--- src/rtl/core/i2cms_pkg.sv ---
// Shared types and constants for the I2C master transfer sequencer.
// Holds status codes, phase codes, error kinds and the state and result structs.
// No dependencies.
`timescale 1ns / 1ps

package i2cms_pkg;

    localparam int unsigned MAX_TRANSFER_LEN = 256;

    localparam int unsigned LEN_W   = 9;
    localparam int unsigned BYTE_W  = 8;
    localparam int unsigned ADDR_W  = 7;
    localparam int unsigned PHASE_W = 3;
    localparam int unsigned ERR_W   = 3;

    // Controller status codes.
    localparam logic [7:0] ST_NO_INFO    = 8'hF8;
    localparam logic [7:0] ST_START      = 8'h08;
    localparam logic [7:0] ST_RESTART    = 8'h10;
    localparam logic [7:0] ST_SLAW_ACK   = 8'h18;
    localparam logic [7:0] ST_SLAW_NACK  = 8'h20;
    localparam logic [7:0] ST_DATAW_ACK  = 8'h28;
    localparam logic [7:0] ST_DATAW_NACK = 8'h30;
    localparam logic [7:0] ST_ARB_LOST   = 8'h38;
    localparam logic [7:0] ST_SLAR_ACK   = 8'h40;
    localparam logic [7:0] ST_SLAR_NACK  = 8'h48;
    localparam logic [7:0] ST_DATAR_ACK  = 8'h50;
    localparam logic [7:0] ST_DATAR_NACK = 8'h58;

    // Transfer phases.
    localparam logic [PHASE_W-1:0] PH_IDLE    = 3'd0;
    localparam logic [PHASE_W-1:0] PH_START   = 3'd1;
    localparam logic [PHASE_W-1:0] PH_SLAW    = 3'd2;
    localparam logic [PHASE_W-1:0] PH_DATAW   = 3'd3;
    localparam logic [PHASE_W-1:0] PH_RESTART = 3'd4;
    localparam logic [PHASE_W-1:0] PH_SLAR    = 3'd5;
    localparam logic [PHASE_W-1:0] PH_DATAR   = 3'd6;

    // Error kinds.
    localparam logic [ERR_W-1:0] ERR_NONE       = 3'd0;
    localparam logic [ERR_W-1:0] ERR_PROTOCOL   = 3'd1;
    localparam logic [ERR_W-1:0] ERR_ADDR_W     = 3'd2;
    localparam logic [ERR_W-1:0] ERR_DATA_W     = 3'd3;
    localparam logic [ERR_W-1:0] ERR_ADDR_R     = 3'd4;
    localparam logic [ERR_W-1:0] ERR_EARLY_NACK = 3'd5;
    localparam logic [ERR_W-1:0] ERR_ARB        = 3'd6;

    // Start and acknowledge actions.
    localparam logic [1:0] START_NONE  = 2'd0;
    localparam logic [1:0] START_SET   = 2'd1;
    localparam logic [1:0] START_CLEAR = 2'd2;
    localparam logic [1:0] ACK_KEEP    = 2'd0;
    localparam logic [1:0] ACK_ACK     = 2'd1;
    localparam logic [1:0] ACK_NACK    = 2'd2;

    // Input item opcodes.
    localparam logic OP_ARM   = 1'b0;
    localparam logic OP_EVENT = 1'b1;

    // Configuration register indexes.
    localparam logic [1:0] CFG_SLAVE_ADDRESS = 2'd0;
    localparam logic [1:0] CFG_WRITE_LENGTH  = 2'd1;
    localparam logic [1:0] CFG_READ_LENGTH   = 2'd2;

    localparam int unsigned OUT_BITS  = 37;
    localparam int unsigned OUT_TDATA = 40;

    typedef struct packed {
        logic [PHASE_W-1:0] phase;
        logic [ERR_W-1:0]   error_kind;
        logic [LEN_W-1:0]   write_remaining;
        logic [LEN_W-1:0]   read_remaining;
        logic [LEN_W-1:0]   bytes_read;
    } seq_state_t;

    typedef struct packed {
        logic              tx_valid;
        logic [BYTE_W-1:0] tx_byte;
        logic [1:0]        start_action;
        logic              stop_request;
        logic [1:0]        ack_action;
        logic              write_taken;
        logic              received_valid;
        logic [BYTE_W-1:0] received_byte;
        logic              done_res;
        logic [ERR_W-1:0]  error_code;
        logic [LEN_W-1:0]  read_count;
    } seq_result_t;

    // Keeps the first error of a transfer.
    function automatic logic [ERR_W-1:0] note_error(input logic [ERR_W-1:0] cur,
                                                    input logic [ERR_W-1:0] kind);
        note_error = (cur == ERR_NONE) ? kind : cur;
    endfunction

    function automatic logic [LEN_W-1:0] clamp_len(input logic [LEN_W-1:0] v);
        logic [16:0] lim;
        lim = 17'(MAX_TRANSFER_LEN);
        clamp_len = ({8'd0, v} > lim) ? lim[LEN_W-1:0] : v;
    endfunction

endpackage

--- src/rtl/core/i2cms_step.sv ---
// Next-state and result decode for one input word of the transfer sequencer.
// Purely combinational; depends on i2cms_pkg.
`timescale 1ns / 1ps

module i2cms_step (
    input  i2cms_pkg::seq_state_t  cur,
    input  logic                   op,
    input  logic [7:0]             status_code,
    input  logic [7:0]             rx_byte,
    input  logic [7:0]             next_write_byte,
    input  logic [6:0]             slave_address,
    input  logic [8:0]             write_length,
    input  logic [8:0]             read_length,
    output i2cms_pkg::seq_state_t  nxt,
    output i2cms_pkg::seq_result_t res
);
    import i2cms_pkg::*;

    logic                fail;
    logic [BYTE_W-1:0]   sla_w;
    logic [BYTE_W-1:0]   sla_r;

    assign sla_w = {slave_address, 1'b0};
    assign sla_r = {slave_address, 1'b1};

    always_comb begin
        nxt  = cur;
        fail = 1'b0;
        res  = '0;

        if (op == OP_ARM) begin
            nxt.error_kind      = ERR_NONE;
            nxt.write_remaining = clamp_len(write_length);
            nxt.read_remaining  = clamp_len(read_length);
            nxt.bytes_read      = '0;
            nxt.phase           = PH_START;
            res.start_action    = START_SET;
        end else begin
            case (status_code)
                ST_NO_INFO: begin
                end
                ST_START: begin
                    res.start_action = START_CLEAR;
                    if (cur.phase != PH_START) begin
                        fail = 1'b1;
                    end else if (cur.write_remaining != '0) begin
                        nxt.phase    = PH_SLAW;
                        res.tx_valid = 1'b1;
                        res.tx_byte  = sla_w;
                    end else begin
                        nxt.phase    = PH_SLAR;
                        res.tx_valid = 1'b1;
                        res.tx_byte  = sla_r;
                    end
                end
                ST_SLAW_ACK: begin
                    if (cur.phase == PH_SLAW) begin
                        nxt.phase       = PH_DATAW;
                        res.tx_valid    = 1'b1;
                        res.tx_byte     = next_write_byte;
                        res.write_taken = 1'b1;
                        if (cur.write_remaining != '0) begin
                            nxt.write_remaining = cur.write_remaining - 9'd1;
                        end
                    end else begin
                        fail = 1'b1;
                    end
                end
                ST_SLAW_NACK: begin
                    if (cur.phase == PH_SLAW) begin
                        nxt.error_kind   = note_error(cur.error_kind, ERR_ADDR_W);
                        nxt.phase        = PH_IDLE;
                        res.stop_request = 1'b1;
                    end else begin
                        fail = 1'b1;
                    end
                end
                ST_DATAW_ACK: begin
                    if (cur.phase != PH_DATAW) begin
                        fail = 1'b1;
                    end else if (cur.write_remaining != '0) begin
                        res.tx_valid        = 1'b1;
                        res.tx_byte         = next_write_byte;
                        res.write_taken     = 1'b1;
                        nxt.write_remaining = cur.write_remaining - 9'd1;
                    end else if (cur.read_remaining != '0) begin
                        nxt.phase        = PH_RESTART;
                        res.start_action = START_SET;
                    end else begin
                        nxt.phase        = PH_IDLE;
                        res.stop_request = 1'b1;
                    end
                end
                ST_DATAW_NACK: begin
                    if (cur.phase == PH_DATAW) begin
                        nxt.error_kind   = note_error(cur.error_kind, ERR_DATA_W);
                        nxt.phase        = PH_IDLE;
                        res.stop_request = 1'b1;
                    end else begin
                        fail = 1'b1;
                    end
                end
                ST_RESTART: begin
                    res.start_action = START_CLEAR;
                    if (cur.phase == PH_RESTART) begin
                        nxt.phase    = PH_SLAR;
                        res.tx_valid = 1'b1;
                        res.tx_byte  = sla_r;
                    end else begin
                        fail = 1'b1;
                    end
                end
                ST_SLAR_ACK: begin
                    if (cur.phase == PH_SLAR) begin
                        nxt.phase      = PH_DATAR;
                        res.ack_action = (cur.read_remaining > 9'd1) ? ACK_ACK : ACK_NACK;
                    end else begin
                        fail = 1'b1;
                    end
                end
                ST_SLAR_NACK: begin
                    if (cur.phase == PH_SLAR) begin
                        nxt.error_kind   = note_error(cur.error_kind, ERR_ADDR_R);
                        nxt.phase        = PH_IDLE;
                        res.stop_request = 1'b1;
                    end else begin
                        fail = 1'b1;
                    end
                end
                ST_DATAR_ACK, ST_DATAR_NACK: begin
                    if (cur.phase != PH_DATAR) begin
                        fail = 1'b1;
                    end else begin
                        res.received_valid = 1'b1;
                        res.received_byte  = rx_byte;
                        if (cur.bytes_read != '1) begin
                            nxt.bytes_read = cur.bytes_read + 9'd1;
                        end
                        // A byte beyond the expected count is still delivered.
                        if (cur.read_remaining != '0) begin
                            nxt.read_remaining = cur.read_remaining - 9'd1;
                            if (status_code == ST_DATAR_NACK &&
                                nxt.read_remaining != '0) begin
                                nxt.error_kind = note_error(cur.error_kind, ERR_EARLY_NACK);
                            end
                        end else begin
                            nxt.error_kind = note_error(cur.error_kind, ERR_PROTOCOL);
                        end
                        if (status_code == ST_DATAR_ACK) begin
                            if (nxt.read_remaining == 9'd1) begin
                                res.ack_action = ACK_NACK;
                            end
                        end else begin
                            nxt.phase        = PH_IDLE;
                            res.stop_request = 1'b1;
                        end
                    end
                end
                ST_ARB_LOST: begin
                    nxt.error_kind   = note_error(cur.error_kind, ERR_ARB);
                    nxt.phase        = PH_IDLE;
                    res.stop_request = 1'b1;
                end
                default: begin
                    fail = 1'b1;
                end
            endcase

            if (fail) begin
                nxt.error_kind   = note_error(nxt.error_kind, ERR_PROTOCOL);
                nxt.phase        = PH_IDLE;
                res.stop_request = 1'b1;
            end
        end

        res.done_res   = (nxt.phase == PH_IDLE);
        res.error_code = nxt.error_kind;
        res.read_count = nxt.bytes_read;
    end

endmodule

--- src/rtl/core/i2c_master_transfer_sequencer.sv ---
// Top level of the I2C master write-then-read transfer sequencer.
// Each result word is registered and appears on m_tdata in the cycle after its input word is accepted.
// Throughput: one input word per cycle; s_tready drops only while a result waits.
// Reset (aresetn low, synchronous) idles the phase, clears the counters, the error
// kind and the configuration registers, and clears the result valid flag (m_tdata is not reset).
// Depends on i2cms_pkg and i2cms_step.
`timescale 1ns / 1ps

module i2c_master_transfer_sequencer (
    input  logic        aclk,
    input  logic        aresetn,
    // Configuration write port.
    input  logic        cfg_wr_en,
    input  logic [1:0]  cfg_addr,
    input  logic [8:0]  cfg_wdata,
    // Input words.
    input  logic        s_tvalid,
    output logic        s_tready,
    input  logic [23:0] s_tdata,  // status_code[7:0], rx_byte[15:8], next_write_byte[23:16]
    input  logic        s_tuser,  // op
    // Result words.
    output logic        m_tvalid,
    input  logic        m_tready,
    // tx_valid[0], tx_byte[8:1], start_action[10:9], stop_request[11],
    // ack_action[13:12], write_taken[14], received_valid[15], received_byte[23:16],
    // done_res[24], error_code[27:25], read_count[36:28], zero fill[39:37]
    output logic [39:0] m_tdata
);
    import i2cms_pkg::*;

    logic [ADDR_W-1:0]       slave_address_reg;
    logic [LEN_W-1:0]        write_length_reg;
    logic [LEN_W-1:0]        read_length_reg;
    seq_state_t              state_reg;
    seq_state_t              state_next;
    seq_result_t             res_next;
    logic                    out_valid_reg;
    logic [OUT_TDATA-1:0]    out_data_reg;
    logic                    accept;
    logic [OUT_BITS-1:0]     res_bits;

    assign s_tready = !out_valid_reg || m_tready;
    assign accept   = s_tvalid && s_tready;

    i2cms_step u_step (
        .cur             (state_reg),
        .op              (s_tuser),
        .status_code     (s_tdata[7:0]),
        .rx_byte         (s_tdata[15:8]),
        .next_write_byte (s_tdata[23:16]),
        .slave_address   (slave_address_reg),
        .write_length    (write_length_reg),
        .read_length     (read_length_reg),
        .nxt             (state_next),
        .res             (res_next)
    );

    assign res_bits = {res_next.read_count, res_next.error_code, res_next.done_res,
                       res_next.received_byte, res_next.received_valid,
                       res_next.write_taken, res_next.ack_action, res_next.stop_request,
                       res_next.start_action, res_next.tx_byte, res_next.tx_valid};

    always_ff @(posedge aclk) begin
        if (!aresetn) begin
            slave_address_reg <= '0;
            write_length_reg  <= '0;
            read_length_reg   <= '0;
        end else if (cfg_wr_en) begin
            case (cfg_addr)
                CFG_SLAVE_ADDRESS: slave_address_reg <= cfg_wdata[ADDR_W-1:0];
                CFG_WRITE_LENGTH:  write_length_reg  <= cfg_wdata;
                CFG_READ_LENGTH:   read_length_reg   <= cfg_wdata;
                default: begin
                end
            endcase
        end
    end

    always_ff @(posedge aclk) begin
        if (!aresetn) begin
            state_reg.phase           <= PH_IDLE;
            state_reg.error_kind      <= ERR_NONE;
            state_reg.write_remaining <= '0;
            state_reg.read_remaining  <= '0;
            state_reg.bytes_read      <= '0;
            out_valid_reg             <= 1'b0;
        end else begin
            if (accept) begin
                state_reg     <= state_next;
                out_valid_reg <= 1'b1;
            end else if (m_tready) begin
                out_valid_reg <= 1'b0;
            end
        end
    end

    always_ff @(posedge aclk) begin
        if (accept) begin
            out_data_reg <= {{(OUT_TDATA - OUT_BITS){1'b0}}, res_bits};
        end
    end

    assign m_tvalid = out_valid_reg;
    assign m_tdata  = out_data_reg;

endmodule
--- config.mk ---
export PLATFORM = sky130hd
export DESIGN_NAME = i2c_master_transfer_sequencer
export DESIGN_NICKNAME = d
export VERILOG_FILES = /design/src/rtl/core/i2cms_pkg.sv /design/src/rtl/core/i2cms_step.sv /design/src/rtl/core/i2c_master_transfer_sequencer.sv
export SDC_FILE = /design/constraint.sdc
export NUM_CORES = 1
export LEC_CHECK = 0
export BUFFER_PORTS_ARGS = -buffer_cell sky130_fd_sc_hd__buf_2
export CORE_UTILIZATION = 45
export CTS_CLUSTER_SIZE = 30
export DETAILED_ROUTE_END_ITERATION = 10
export PLACE_DENSITY = 0.68
export SYNTH_ARGS = -nofsm -noshare
export SYNTH_HDL_FRONTEND = slang
export SYNTH_SLANG_ARGS = --single-unit
--- constraint.sdc ---
create_clock -name aclk -period 2.25 [get_ports aclk]
set_clock_uncertainty 0.15 [all_clocks]
set_input_delay 0.1125 -clock aclk [delete_from_list [all_inputs] [get_ports aclk]]
set_output_delay 0.1125 -clock aclk [all_outputs]
set_load 0.1 [all_outputs]
* Word-level counts from Yosys, hierarchy flattened *
Cells that the tools add are included.

storage, ports and cells
  flip-flop bits (word level) = 96
  word-level logic and storage cells = 151

operators by class
  add/subtract/negate cells = 3
  magnitude comparators = 3
  equality and inequality tests = 28
  multiplexer cells = 78
  bitwise operators = 2
  reductions and logical operators = 24

operator list
  operator                                             number
  2-to-1 mux 9 bit                                     15
  2-to-1 mux 3 bit                                     20
  2-to-1 mux 18 bit                                    2
  case mux 9 bit (4 select lines)                      1
  2-to-1 mux 33 bit                                    1
  == test 8 x 6 -> 1 bit (second input constant)       4
  == test 8 x 7 -> 1 bit (second input constant)       4
  2-to-1 mux 6 bit                                     5
  case mux 3 bit (10 select lines)                     1
  nonzero test 9 bit                                   3
  2-to-1 mux 1 bit                                     20
  > comparator 9 bit (second input constant)           2
  case mux 9 bit (2 select lines)                      1
  subtractor 9 x 1 -> 9 bit (second input constant)    2
  == test 8 x 5 -> 1 bit (second input constant)       2
  case mux 3 bit (5 select lines)                      1
  2-to-1 mux 12 bit                                    1
  2-to-1 mux 2 bit                                     5
  OR reduction 2 bit                                   5
  adder 9 x 1 -> 9 bit (second input constant)         1
  == test 9 x 1 -> 1 bit (second input constant)       1
  > comparator 9 x 1 -> 1 bit (second input constant)  1
  zero test 3 bit                                      3
  != test 9 bit (second input constant)                1
  25 further kinds                                     36

* Depth between registers and ports, before layout *
Gate-level depths: netlist of run 1.

  depth after elaboration = 13
  mapped depth = 9
  depth with buffers taken out = 8

* Cells and area by module *
Synthesis of run 1 repeated with hierarchy kept, for this count alone.

unflattened totals
  cells, all modules = 656
  area total of the unflattened synthesis = 5536.6 µm²

modules (own cells, without submodules)
  module                         times used  cells an instance  area an instance (µm²)  seq. area each (µm²)
  i2c_master_transfer_sequencer  1           283                3347.0                  2292.2
  i2cms_step                     1           373                2189.6                  0.0

* Least setup slack after synthesis of run 1 *
OpenSTA, ideal clock, no wires.

  path type = register -> register
  start point = register out_valid_reg, in the netlist m_tvalid
  end point = register state_reg[31] (netlist bit)
  arrival = 3.697 ns
  required time = 2.012 ns
  setup slack = -1.685 ns
  cell stages (with the launch flop) = 7
  buffers on the path = 1
  cells stage by stage = dfxtp_1 -> nand2b_1 -> nand2_1 -> inv_1 -> clkbuf_1 -> nand3_1 -> o31ai_1

between the ends
  longest elaborated chain between the ends = 3

ends and longest elaborated chain
  item                    line                                 source
  start, declared         i2c_master_transfer_sequencer.sv:37  logic out_valid_reg;
  start signal, assigned  i2c_master_transfer_sequencer.sv:86  out_valid_reg <= 1'b0;
  start signal, assigned  i2c_master_transfer_sequencer.sv:90  out_valid_reg <= 1'b1;
  start signal, assigned  i2c_master_transfer_sequencer.sv:92  out_valid_reg <= 1'b0;
  zero test 1 bit         i2c_master_transfer_sequencer.sv:42  assign s_tready = !out_valid_reg || m_tready;
  logical OR 1 bit        i2c_master_transfer_sequencer.sv:42
  named net s_tready      i2c_master_transfer_sequencer.sv:18  output logic s_tready,
  logical AND 1 bit       i2c_master_transfer_sequencer.sv:43  assign accept = s_tvalid && s_tready;
  named net accept        i2c_master_transfer_sequencer.sv:39  logic accept;
  end signal, assigned    i2c_master_transfer_sequencer.sv:89  state_reg <= state_next;
  end, declared           i2c_master_transfer_sequencer.sv:34  seq_state_t state_reg;

The timed path passes the listed nets, and every way through them passes these cells.
A chain may end at the register's enable or synchronous reset.

==> impl_metrics.py, run 1 <==
metrics = {
    "worst_setup_path": {
        "required_ns": 2.32,
        "critPathTopFamily": "simple AND/OR/NAND/NOR gates",
        "r2r_setup_slack_ns": -0.18,
        "timing.rr.start": "state_reg[18]",
        "path_cells": "inv_2 > ha_4 > or4b_4 > or3_4 > o2111ai_2 > a41oi_2 > nor3_2 > a22o_1",
        "reg2reg_depth": 8,
        "worst-endpoint-arrival_ns": 2.50,
        "crit_buf_inv": 1,
        "end_kind": "register",
        "path_max_fanout": 3,
        "slowest_stage": "or4b_4",
        "crit_path_start_kind": "register",
        "r2r-end": "m_tdata[24]",
        "max_stage_delay_ns": 0.47,
        "crit_type": "reg2reg",
        "crit_start": "state_reg[18]",
    },
    "cells_and_area": {
        "fin_util_pct": 62.8,
        "layout.nets": 798,
        "synthToLayoutAreaGrowth_pct": 36.1,
        "antenna_cells": 0,
        "drive_above_1_share_pct": 30.8,
        "fin_cells": 899,
        "finalInstanceArea_um2": 7140,
        "largest_register_ffs": 37,
    },
    "detailed_routing": {
        "drt_iter0_markers": 364,
        "ant_nets": 0,
        "viasPerCell": 5.73,
        "wl_per_cell_um": 16.9,
        "finalWirelength_um": 15200,
        "vias": 5147,
        "drc_errors": 0,
        "drtPass1Iterations": 5,
    },
    "power_and_ir_drop": {
        "switching_share_pct": 31.3,
        "p_int_w": 0.00291,
        "power_frac_seq_pct": 44.8,
        "power_w": 0.00423,
        "max-vdd-ir-drop_uv": 459,
        "switchingPower_w": 0.00132,
        "p_leak_nw": 2.97,
        "combinationalPowerShare_pct": 21.0,
        "powerDensity_nw_per_um2": 592,
        "clockPowerShare_pct": 34.2,
    },
    "floorplan": {
        "io_pins": 83,
        "core_um2": 11400,
        "dieArea_um2": 12100,
        "initial_core_util_pct": 46.1,
        "rows": 39,
        "fp.dieW_um": 110,
        "die_y_um": 110,
    },
    "timing": {
        "fin_crit_sh_pct": 108,
        "max_freq_mhz": 411,
        "finalHoldViolations": 0,
        "relSlewSlack_pct": 47.1,
        "fin_crit_ns": 2.43,
        "finalSetupViolations": 21,
        "fin_ws_ns": -0.182,
        "rsz0062_at_grt": "true",
        "tightestPinTransition_ns": 0.792,
        "finalMaxSlewViolations": 0,
    },
    "synth": {
        "syn_avg_cell_area_um2": 8.90,
        "netlist_area_um2": 5240,
        "synth_cell_types": 62,
        "synth-seq-cells": 96,
        "synth-async-reset-ratio_pct": 0,
        "synth-main-ff-cell": "dfxtp_1",
        "synth_top_area_cell": "dfxtp_1",
        "ys_top_cells_by_area": "dfxtp_1 23%, edfxtp_1 21%, mux2i_1 5.5%, nor2_1 4.7%, nand2_1 3.2%",
        "synth_top_area_share_pct": 22.5,
        "synth_edf_count": 37,
        "syn_inst": 589,
        "ys_seq_area_share_pct": 43.7,
        "yosysWarnings": 0,
    },
    "global_routing": {
        "grt_pass1_wl_um": 23400,
        "antenna_found_initial": 0,
        "grt_pass1_vias": 4767,
        "grt_max_degree": 47,
        "grt_usage_pct": 25.2,
        "grt-ovfl-total": 0,
    },
    "clocking": {
        "h-tree-depth": 3,
        "cts_sinks": 96,
        "cts_buffer_depth": 2,
        "clock_latency_ns": 0.35,
        "root_buffer": "clkbuf_16",
        "cts_tree": "yes",
        "cts_buffers": 9,
        "clkTransAtPathRegs_ns": 0.07,
    },
    "hold_path": {
        "hold_start": "s_tuser",
        "worstHoldEndpoint": "state_reg[30]",
        "whs_path_depth": 2,
        "holdCritPathClass": "in2reg",
    },
    "placed_design": {
        "placed_cells": 845,
        "placed_cell_area_um2": 6310,
        "post-place-ws_ns": -0.205,
        "dp_hpwl_um": 10300,
        "place_congestion": 0.921,
        "portBuffers": 79,
    },
    "flow_run": {
        "max-cap-violations": 0,
    },
    "run_status": {
        "failed_checks": "setup timing",
        "status": "finished with violations",
    },
}
-- worst register-to-register path: stages (launching register included) --
cell       delay, ns
dfxtp_2         0.34
inv_2           0.07
ha_4            0.13
or4b_4          0.47
or3_4           0.40
o2111ai_2       0.22
a41oi_2         0.19
nor3_2          0.21
a22o_1          0.14
-- worst max-delay path by stage --
stage,to,slack [ns],cells after the start
after floorplan,m_tdata[11],-0.09,7
after detailed placement,m_tdata[2],-0.21,7
after CTS,m_tdata[11],-0.16,7
final,m_tdata[24],-0.18,8
after global placement,m_tdata[11],-0.12,7
after global routing,m_tdata[11],-0.26,7
-- synth_stat cells, types with 10 or more instances --
master     n
a21oi_1   28
a22oi_1   15
and3_1    16
clkbuf_1  29
dfxtp_1   59
edfxtp_1  37
inv_1     15
mux2i_1   29
nand2_1   45
nand3_1   16
nor2_1    66
nor2b_1   20
nor3_1    19
nor3b_1   10
o21ai_0   31
-- through the flow --
step                      TNS, ns  hold WS (ns)
final                       -2.06        0.0792
after global routing        -3.63        0.0757
after CTS                  -0.566        0.0546
after detailed placement    -2.43         0.203
after global placement     -0.601         0.201
after floorplan            -0.190        0.0816
-- cell type report --
type | instances | area, µm²
multi-input cells | 439 | 2990
fillers | 961 | 4230
flip-flops and latches | 96 | 2300
clock inverters | 6 | 41.3
well taps | 143 | 179
clock buffers | 10 | 229
repair buffers | 189 | 1340
inverters | 16 | 60.1
-- layout by cell type (no fill, tap or decap), types with 23 or more instances in the layout --
cell           count
edfxtp_1          37
a21oi_1           23
buf_2             79
buf_4             77
nand2_1           45
dlygate4sd3_1     27
mux2i_1           28
dfxtp_1           53
nor2_1            65
o21ai_0           26
-- power by group through the flow --
stage	Combinational, W	Clock (W)	Sequential, W
global placement	0.000774	0	0.00193
global route	0.000941	0.00153	0.00190
CTS	0.000844	0.00147	0.00189
finish	0.000887	0.00145	0.00189
detailed placement	0.000784	0	0.00193
floorplan	0.000327	0	0.00217
-- metal layers --
layer  share of wire, %  routed length, µm  vias to the layer above  GRT usage [%]
li1                   -                  -                     2486              -
met4                1.7                256                        0           10.1
met2                 49               7440                      184           43.4
met1                 43               6620                     2455           31.5
met3                6.1                926                       22           3.73
met5                  0                  0                        -              0
-- logic make-up (layout without fill, tap and decap cells) --
kind of cell / after synthesis / in the layout / synth area share [%]
adders and majority gates: 6 / 6 / 1.43
other: 1 / 3 / 0.0715
buffers and inverters: 57 / 221 / 4.44
DFF: 96 / 96 / 43.7
and+or+nand+nor: 251 / 251 / 25.2
xor gates and xnor gates: 11 / 11 / 1.84
muxes: 29 / 29 / 5.54
AOI/OAI and AO/OA: 138 / 139 / 17.7
-- what timing repair did --
| item | CTS | global route |
|---|---|---|
| endpoints found under the setup margin | 27 | 31 |
| setup buffers | 4 | 6 |
| cloned | 0 | 1 |
| hold buffers | 27 | 0 |
| resized for setup | 18 | 25 |
| endpoints found under the hold margin | 42 | 0 |
| pin swaps | 8 | 16 |
Power figures use the tool's default switching activity.
==> run 2: changes to the inputs <==
- ABC_AREA: unset -> 1
==> run 2 against run 1 <==
Against the previous run:
- the run ends with DRC left
- worst hold slack worse by 0.016 ns
- global-route usage is 0.42 points lower
- maximum frequency rose by 15%
- worst setup slack better by 0.31 ns
- combinational power grew 15%
- first-iteration DRC count fell by 1.4%
- register-to-register slack better by 0.31 ns
- clock power is essentially flat
- synthesized cell count increased by 21%
- critical path type unchanged
- critical endpoint is now m_tdata[33]
- largest power group unchanged
==> impl_metrics.py, run 2 <==
metrics = {
    "detailed_routing": {
        "ant_nets": 0,
        "drt_iter0_markers": 359,
        "drc_errors": 11,
        "viasPerCell": 5.28,
        "finalWirelength_um": 14700,
        "drtPass1Iterations": 8,
        "vias": 5234,
        "wl_per_cell_um": 14.8,
    },
    "synth": {
        "yosysWarnings": 0,
        "synth-async-reset-ratio_pct": 0,
        "synth-main-ff-cell": "dfxtp_1",
        "synth_cell_types": 54,
        "ys_seq_area_share_pct": 42.9,
        "synth_edf_count": 37,
        "netlist_area_um2": 5340,
        "synth_top_area_share_pct": 22.1,
        "syn_inst": 713,
        "synth-seq-cells": 96,
        "ys_top_cells_by_area": "dfxtp_1 22%, edfxtp_1 21%, nand2_1 7.8%, nor2_1 7.8%, o21ai_0 6.5%",
        "synth_common_cells": "111 x nand2_1, 111 x nor2_1, 83 x inv_1, 69 x o21ai_0, 62 x nand3_1",
        "syn_avg_cell_area_um2": 7.49,
        "synth_top_area_cell": "dfxtp_1",
    },
    "cells_and_area": {
        "layout_common_cells": "109 x nand2_1, 106 x nor2_1, 80 x inv_1, 79 x buf_2, 64 x o21ai_0",
        "nFillCells": 1061,
        "drive_above_1_share_pct": 22.0,
        "largest_register_ffs": 37,
        "regArea_um2": 2300,
        "fin_util_pct": 58.5,
        "antenna_cells": 0,
        "final_common_cell": "nand2_1",
        "synthToLayoutAreaGrowth_pct": 26.1,
        "layout.nets": 891,
        "multiInputGateArea_um2": 2680,
    },
    "timing": {
        "tightestPinTransition_ns": 0.562,
        "finalHoldViolations": 0,
        "fin_hold_ws_ns": 0.0634,
        "finalSetupViolations": 0,
        "finalMaxSlewViolations": 0,
        "fin_ws_ns": 0.130,
        "max_freq_mhz": 472,
        "relSlewSlack_pct": 62.5,
        "fin_crit_ns": 2.12,
        "fin_crit_sh_pct": 94.2,
    },
    "worst_setup_path": {
        "max_stage_delay_ns": 0.33,
        "crit_path_start_kind": "register",
        "slowest_stage": "dfxtp_1",
        "timing.rr.start": "state_reg[30]",
        "r2r_setup_slack_ns": 0.13,
        "end_kind": "register",
        "crit_type": "reg2reg",
        "path_max_fanout": 5,
        "path_cells": "buf_4 > nor3_4 > inv_2 > nor2_8 > o21ai_4 > buf_4 > nor2_4 > inv_1 > o211ai_1 > inv_1",
        "worstSetupEndpoint": "m_tdata[33]",
        "required_ns": 2.19,
        "r2r-end": "m_tdata[33]",
        "reg2reg_depth": 10,
        "crit_start": "state_reg[30]",
        "worst-endpoint-arrival_ns": 2.06,
    },
    "run_status": {
        "status": "finished with violations",
        "failed_checks": "DRC",
    },
    "floorplan": {
        "io_pins": 83,
        "rows": 39,
        "dieArea_um2": 12300,
        "core_um2": 11500,
        "fp.dieW_um": 111,
        "initial_core_util_pct": 46.4,
        "die_y_um": 111,
    },
    "placed_design": {
        "dp_hpwl_um": 10700,
        "portBuffers": 79,
        "place_congestion": 0.963,
        "post-place-ws_ns": -0.0337,
    },
    "global_routing": {
        "antenna_found_initial": 0,
        "grt_pass1_wl_um": 24500,
        "grt_pass1_vias": 4984,
        "grt_max_degree": 44,
        "grt_usage_pct": 24.8,
        "grt-ovfl-total": 0,
    },
    "clocking": {
        "clkTransAtPathRegs_ns": 0.06,
        "root_buffer": "clkbuf_16",
        "clock_latency_ns": 0.35,
        "cts_buffers": 9,
        "cts_tree": "yes",
        "cts_sinks": 96,
        "cts_buffer_depth": 2,
        "h-tree-depth": 3,
    },
    "power_and_ir_drop": {
        "max-vdd-ir-drop_uv": 346,
        "powerDensity_nw_per_um2": 655,
        "p_leak_nw": 3.06,
    },
    "hold_path": {
        "holdCritPathClass": "in2reg",
        "whs_path_depth": 3,
    },
    "flow_run": {
        "max-cap-violations": 0,
    },
}
[run 2: changes by cell type after synthesis, sizes merged, moves of 8 or more]
cell | before | now
nor2 | 66 | 121
a21oi | 28 | 52
clkbuf | 29 | 12
o21ai | 31 | 73
o21a | 8 | 0
a22oi | 15 | 2
and3 | 16 | 0
mux2i | 29 | 0
nand2 | 45 | 116
nor3b | 10 | 0
nand3 | 16 | 64
or3 | 8 | 0
nor2b | 20 | 0
inv | 15 | 90
[run 2: how the worst min path moves through the flow]
stage | from | end | slack, ns
final | s_tvalid | m_tvalid | 0.06
after global routing | s_tvalid | m_tvalid | 0.10
after CTS | s_tvalid | state_reg[4] | 0.08
after detailed placement | cfg_wdata[7] | write_length_reg[7] | 0.23
after global placement | cfg_wdata[7] | write_length_reg[7] | 0.23
after floorplan | cfg_wdata[0] | write_length_reg[0] | 0.1
[run 2: what timing repair did]
item | 4_1_cts | 5_1_grt
endpoints found under the setup margin | 1 | 16
pin swaps | 0 | 5
hold buffers | 26 | 0
setup buffers | 0 | 5
hold endpoints to repair | 42 | 0
resized for setup | 2 | 28
[run 2: per-stage QoR]
step                instance area [µm²]  setup TNS [ns]  total power, W  cells
floorplan                          5360               0         0.00269    715
global placement                   6080               0         0.00293    945
detailed placement                 6080         -0.0337         0.00294    945
CTS                                6620               0         0.00440    987
global route                       6740        -0.00584         0.00461    992
finish                             6740               0         0.00441    992
[run 2: kinds of logic (layout without fill, tap and decap cells)]
family | Yosys count | after routing | synth area share, %
fa+ha+maj | 6 | 6 | 1.41
simple gates | 335 | 335 | 29.2
buf+inv | 114 | 248 | 8.62
other cells | 1 | 3 | 0.0702
compound gates | 155 | 155 | 16.8
flops | 96 | 96 | 42.9
xor+xnor | 6 | 6 | 0.984
[run 2: worst max-delay path: cells and delay by family, from the launching register on]
family          cells  cell delay (ns)
compound gates      2             0.29
buf+inv             5             0.55
flops               1             0.33
simple gates        3             0.54
[run 2: final cells by class]
type	count	share of cell area, %
clock buffers	11	3.60
clock inverters	5	0.446
inverters	93	5.29
multi-input cells	505	39.8
flip-flops and latches	96	34.1
well taps	143	2.66
repair buffers	139	14.1
[run 2: where the power goes]
part | switching (W) | internal, W
registers | 0.0000667 | 0.00190
logic | 0.000721 | 0.000303
clock network | 0.000645 | 0.000778
[run 2: routing by layer]
layer	track usage (%)	up-vias	wire (µm)
met1	33.3	2436	6670
met4	7.95	0	238
met5	0	-	0
met2	41.2	123	7090
met3	3.50	16	665
li1	-	2659	-
